--- config.mk ---
export PLATFORM = sky130hd
export DESIGN_NAME = gcd_queue
export DESIGN_NICKNAME = d
export VERILOG_FILES = /design/src/hdl/gcd_pkg.sv /design/src/hdl/gcd_queue.sv
export SDC_FILE = /design/constraint.sdc
export NUM_CORES = 1
export LEC_CHECK = 0
export BUFFER_PORTS_ARGS = -buffer_cell sky130_fd_sc_hd__buf_2
export CAP_MARGIN = 25
export CORE_ASPECT_RATIO = 0.7
export CORE_MARGIN = 3
export CORE_UTILIZATION = 57
export DETAILED_ROUTE_END_ITERATION = 7
export HOLD_SLACK_MARGIN = 0.02
export PLACE_DENSITY_LB_ADDON = 0.05
export SYNTH_ARGS = -nofsm -noshare
export SYNTH_HDL_FRONTEND = slang
export SYNTH_SLANG_ARGS = --single-unit
--- constraint.sdc ---
create_clock -name aclk -period 3.9 [get_ports aclk]
set_clock_uncertainty 0.05 [all_clocks]
set_input_delay 0.585 -clock aclk [delete_from_list [all_inputs] [get_ports aclk]]
set_output_delay 0.585 -clock aclk [all_outputs]
set_load 0.02 [all_outputs]
--- src/hdl/gcd_pkg.sv ---
package gcd_pkg;

    // Angles in degrees times 65536
    localparam logic signed [26:0] DEG_FULL    = 27'sd23592960;
    localparam logic signed [26:0] DEG_HALF    = 27'sd11796480;
    localparam logic signed [26:0] DEG_QUARTER = 27'sd5898240;

    // Q2.30 constants
    localparam logic signed [33:0] HALF_PI_Q30 = 34'sd1686629713;
    localparam logic signed [33:0] GAIN_Q30    = 34'sd652032874;

    // Degree to radian scaling. 180 * 65536 = 45 * 2^18, and pi in Q2.30
    // (3373259426) = 45 * PI_DIV45 + PI_MOD45. The leftover part is divided
    // by 45 through RECIP45 = ceil(2^34 / 45), exact below 2^28.
    localparam logic [26:0] PI_DIV45 = 27'd74961320;
    localparam logic [4:0]  PI_MOD45 = 5'd26;
    localparam logic [28:0] RECIP45  = 29'd381774871;

    localparam int ATAN_LEN = 32;
    localparam int QDEPTH   = 4;

    localparam logic [31:0] ATAN_Q30 [0:ATAN_LEN-1] = '{
        32'h3243F6A8, 32'h1DAC6705, 32'h0FADBAFC, 32'h07F56EA6, 32'h03FEAB76,
        32'h01FFD55B, 32'h00FFFAAA, 32'h007FFF55, 32'h003FFFEA, 32'h001FFFFD,
        32'h000FFFFF, 32'h0007FFFF, 32'h0003FFFF, 32'h0001FFFF, 32'h0000FFFF,
        32'h00007FFF, 32'h00003FFF, 32'h00001FFF, 32'h00000FFF, 32'h000007FF,
        32'h000003FF, 32'h000001FF, 32'h000000FF, 32'h0000007F, 32'h0000003F,
        32'h0000001F, 32'h0000000F, 32'h00000008, 32'h00000004, 32'h00000002,
        32'h00000001, 32'h00000000
    };

    // Reduced angle: in [-90, 90] degrees, flip set when folded by 180
    typedef struct packed {
        logic signed [23:0] m;
        logic               flip;
    } red_t;

    // One queue entry: three angles in Q2.30 radians (lat1, lat2, dlon)
    typedef struct packed {
        logic [2:0][31:0] z;
        logic [2:0]       flip;
    } q_t;

    function automatic red_t reduce_deg(input logic signed [26:0] d);
        logic signed [26:0] r;
        red_t               o;
        r      = d;
        o.flip = 1'b0;
        if (r >= DEG_FULL) begin
            r = r - DEG_FULL;
        end else if (r <= -DEG_FULL) begin
            r = r + DEG_FULL;
        end
        if (r < 0) begin
            r = r + DEG_FULL;
        end
        if (r > DEG_HALF) begin
            r = r - DEG_FULL;
        end
        if (r > DEG_QUARTER) begin
            r      = r - DEG_HALF;
            o.flip = 1'b1;
        end else if (r < -DEG_QUARTER) begin
            r      = r + DEG_HALF;
            o.flip = 1'b1;
        end
        o.m = r[23:0];
        return o;
    endfunction

    // Q2.30 product, round by adding one half then floor
    function automatic logic signed [33:0] mul_q30(input logic signed [33:0] a,
                                                   input logic signed [33:0] b);
        logic signed [67:0] p;
        p = (a * b + 68'sd536870912) >>> 30;
        return p[33:0];
    endfunction

endpackage

--- src/hdl/gcd_queue.sv ---
module gcd_queue (
    input  logic        aclk,
    input  logic        aresetn,
    input  logic        push,
    input  gcd_pkg::q_t push_data,
    output logic        full,
    input  logic        pop,
    output gcd_pkg::q_t pop_data,
    output logic        empty
);
    import gcd_pkg::*;

    localparam int AW = $clog2(QDEPTH);

    q_t          mem_reg [0:QDEPTH-1];
    logic [AW-1:0] wr_reg, rd_reg;
    logic [AW:0]   count_reg, count_next;

    assign full     = count_reg == (AW+1)'(QDEPTH);
    assign empty    = count_reg == '0;
    assign pop_data = mem_reg[rd_reg];

    always_comb begin
        count_next = count_reg;
        if (push && !pop) begin
            count_next = count_reg + 1'b1;
        end else if (pop && !push) begin
            count_next = count_reg - 1'b1;
        end
    end

    always_ff @(posedge aclk) begin
        if (!aresetn) begin
            wr_reg    <= '0;
            rd_reg    <= '0;
            count_reg <= '0;
        end else begin
            if (push) begin
                wr_reg <= wr_reg + 1'b1;
            end
            if (pop) begin
                rd_reg <= rd_reg + 1'b1;
            end
            count_reg <= count_next;
        end
    end

    always_ff @(posedge aclk) begin
        if (push) begin
            mem_reg[wr_reg] <= push_data;
        end
    end

`ifndef NO_ASSERTIONS
    a_no_overflow: assert property (@(posedge aclk) disable iff (!aresetn)
        push |-> !full) else $error("push into full queue");
    a_no_underflow: assert property (@(posedge aclk) disable iff (!aresetn)
        pop |-> !empty) else $error("pop from empty queue");
    a_count_up: assert property (@(posedge aclk) disable iff (!aresetn)
        push && !pop |=> count_reg == $past(count_reg) + 1'b1)
        else $error("queue count lost a push");
`endif

endmodule

Word-level counts from Yosys, hierarchy flattened
Memories as Yosys holds them, arrays and structs flattened. A register that Yosys moved wholly into a read port is not among the register bits.
Cells that the tools add are included.

word-level totals
  bits in registers = 7
  bits in writable memories = 396
  input port bits = 103
  output and inout port bits = 101
  logic and storage cells = 21
  memories kept = 1

operators by class
  add/subtract/negate cells = 4
  equality and inequality tests = 1
  multiplexer cells = 6
  reduce and logical (&&, ||, !) cells = 6

memories
  name     depth  bits a word  read ports  clocked after memory_dff  wr ports  line             text
  mem_reg  4      99           1           1                         1         gcd_queue.sv:15  q_t mem_reg [0:QDEPTH-1];

operator list
  kind                 number
  $mux 3               2
  $add 2x1->2 const B  2
  $mux 2               2
  $add 3x1->3 const B  1
  $eq 3x3->1 const B   1
  $logic_not 3->1      1
  $sub 3x1->3 const B  1
  $logic_and 1x1->1    2
  $logic_not 1->1      2
  $mux 1               2
  $reduce_bool 2->1    1

Longest topological paths before layout
  depth after elaboration = 4
  mapped depth = 7
  mapped depth without buffers = 7

Worst setup path after synthesis
Ideal clock, no wire load.

  kind = input port to flip-flop
  start point = in push
  end point = mem mem_reg[0][0] (netlist bit) (enable)
  library setup time = 469 ps
  arrival = 2872 ps
  required time = 3381 ps
  path slack = 510 ps
  stages on the path = 1
  path buffers = 0
  cell sequence = and2_1

on the way
  word-level cells in the longest chain between the ends = 2

RTL lines
  item                          line             text
  start: declaration            gcd_queue.sv:4   input logic push,
  $mux 1                        gcd_queue.sv:49  if (push) begin
  $mux 1 (implied by the code)  gcd_queue.sv:50  mem_reg[wr_reg] <= push_data;
  end: declaration              gcd_queue.sv:15

No other way between the ends.

==> reports/metrics.yaml <==
outcome: "complete, no violations"
clock_latency_ns: 0.50
die_width_um: 198
gp_congestion: 0.753
maxSlewHeadroom_pct: 41.8
drtIter0Drc: 463
post_cts_buffers: 0
grt_first_pass_wirelength_um: 41700
grt_remaining_overflow: 0
dieArea_um2: 27800
setup_violations: 0
synth_nets: 669
synth_area_leaders: "edfxtp_1 81%, mux4_2 15%, dfxtp_1 1.2%, ha_1 0.43%, and2_1 0.38%"
clock_path_buffers: 3
fp-row-count: 48
irDropWorstVdd_v: 0.000455
nets: 900
yosysTopAreaCell: "edfxtp_1"
drive_above_1_share_pct: 44.6
grt_pass1_vias: 7193
whs_ns: 0.230
tns_ns: 0
antenna_found_initial: 7
yosys_register_bits: 405
crit_fanout: 24
slew_violations: 0
cts_buffers: 37
postCtsResizedCells: 0
boundaryPins: 204
setup_ws_ns: 0.837
syn-cell-area_um2: 14700
initial_utilization_pct: 58.8
hpwl_um: 16200
core_area_um2: 25000
num_antenna_cells: 0
ys_warn_count: 0
cts_tree: "done"
power_density_nw_per_um2: 545
vias: 6547
hold_viol_final: 0
worstSetupEndpointType: "primary output"
wl_per_cell_um: 23.4
yosysUniqueCellTypes: 22
syn_inst: 560
grtUsageTotal_pct: 20.0
htreeDepth: 2
netlist.area_leader.share_pct: 80.9
dp_slack_ns: 1.27
clock.fmax_mhz: 327
fillers: 1541
wirelength_um: 26800
critPathRequiredTime_ns: 3.26
largest_reg_flops: 396
cp-start-kind: "register"
port_buffers: 203
p_leak_nw: 5.80
rsz0062_at_grt: "no"
hold_buffers: 0
max_cap_viol_count: 0
cts_root_buf: "clkbuf_16"
first_pass_iters: 4
design_area_um2: 17300
die_y_um: 140
area_growth_pct: 17.4
drtAntennaViolNets: 0
post_dp_cell_area_um2: 16200
grt_max_degree: 76
hold_path.class: "input pin to register"
avgSynthCellArea_um2: 26.2
synth_seq_area_share_pct: 82.1
critical_path_arrival_ns: 2.43
clock_sinks: 405
clk_pin_slew_ns: 0.06
drc_errors: 0
period_minus_slack_ns: 3.06
final.period_utilization_pct: 78.5
avgViaCountPerCell: 5.73
worst_pin_slew_ns: 0.874
criticalPathCategory: "register to primary output"
[metal layers]
| layer | GRT usage [%] | routed length [um] |
|---|---|---|
| met5 | 0 | 89 |
| met4 | 4.47 | 425 |
| met3 | 6.30 | 2000 |
| met2 | 32.7 | 13200 |
| met1 | 27.2 | 11000 |
[power by group]
| part | total [mW] | internal [mW] | switching [mW] |
|---|---|---|---|
| registers | 5.08 | 5.00 | 0.0810 |
| logic | 1.01 | 0.417 | 0.592 |
| clock network | 3.32 | 1.88 | 1.44 |
[metrics by stage]
stage / instances / power [mW] / util [%]
2_1_floorplan: 560 / 5.82 / -
3_3_place_gp: 1077 / 6.17 / 64.6
3_5_place_dp: 1077 / 6.20 / 64.6
4_1_cts: 1143 / 9.53 / 69.1
5_1_grt: 1143 / 9.79 / 69.1
6_report: 1143 / 9.41 / 69.1
[cells in the final DEF, fill, tap and decap left out, types with 3 or more instances in the layout]
master	instances
and2_1	5
and2_4	4
buf_12	5
buf_2	203
buf_4	6
clkbuf_1	11
clkbuf_16	37
clkinv_1	9
clkinv_2	5
dfxtp_1	7
edfxtp_1	396
ha_1	5
inv_1	4
mux4_2	99
xor2_1	3
[synthesized netlist by cell type]
cell type and count:
nor3b_1 1, nor3_1 1, buf_4 1, clkbuf_1 8, mux2i_1 2, nand2_1 1, buf_6 1, dfxtp_1 9
a21boi_0 1, o21ai_0 1, or3_1 1, buf_2 10, ha_1 5, inv_1 4, fa_1 1, edfxtp_1 396
buf_8 2, mux4_2 99, xor2_1 3, and2_1 9, xnor2_1 2, nor2b_1 2
[logic make-up after synthesis]
logic type	synth area share, %
DFF	82.1
muxes	15.3
buffers and inverters	0.979
and+or+nand+nor	0.621
adders and majority gates	0.562
xor gates and xnor gates	0.298
AOI/OAI and AO/OA	0.0851
[worst max-delay path: stages, from the launching register on]
cell     delay (ns)
dfxtp_4        0.66
buf_4          0.49
mux4_2         0.58
buf_2          0.18
[final timing paths]
path / cells after the start / endpoint / start / slack (ns)
min: 1 / mem_reg[1][39] / push_data[39] / 0.23
min reg2reg: 2 / wr_reg[1] / wr_reg[1] / 0.52
max: 3 / pop_data[6] / register / 0.84
max reg2reg: 4 / mem_reg[2][23] / wr_reg[0] / 1.77
[cell type report]
cell class | instances | area (um^2) | area share, %
Clock inverter | 18 | 136 | 0.790
Inverter | 4 | 15.0 | 0.0870
Clock buffer | 48 | 967 | 5.61
Timing Repair Buffer | 214 | 1160 | 6.73
Tap cell | 325 | 407 | 2.36
Sequential cell | 405 | 12100 | 70.0
Multi-Input combinational cell | 129 | 2490 | 14.4
Note: power is estimated with default switching activity, not from simulation.
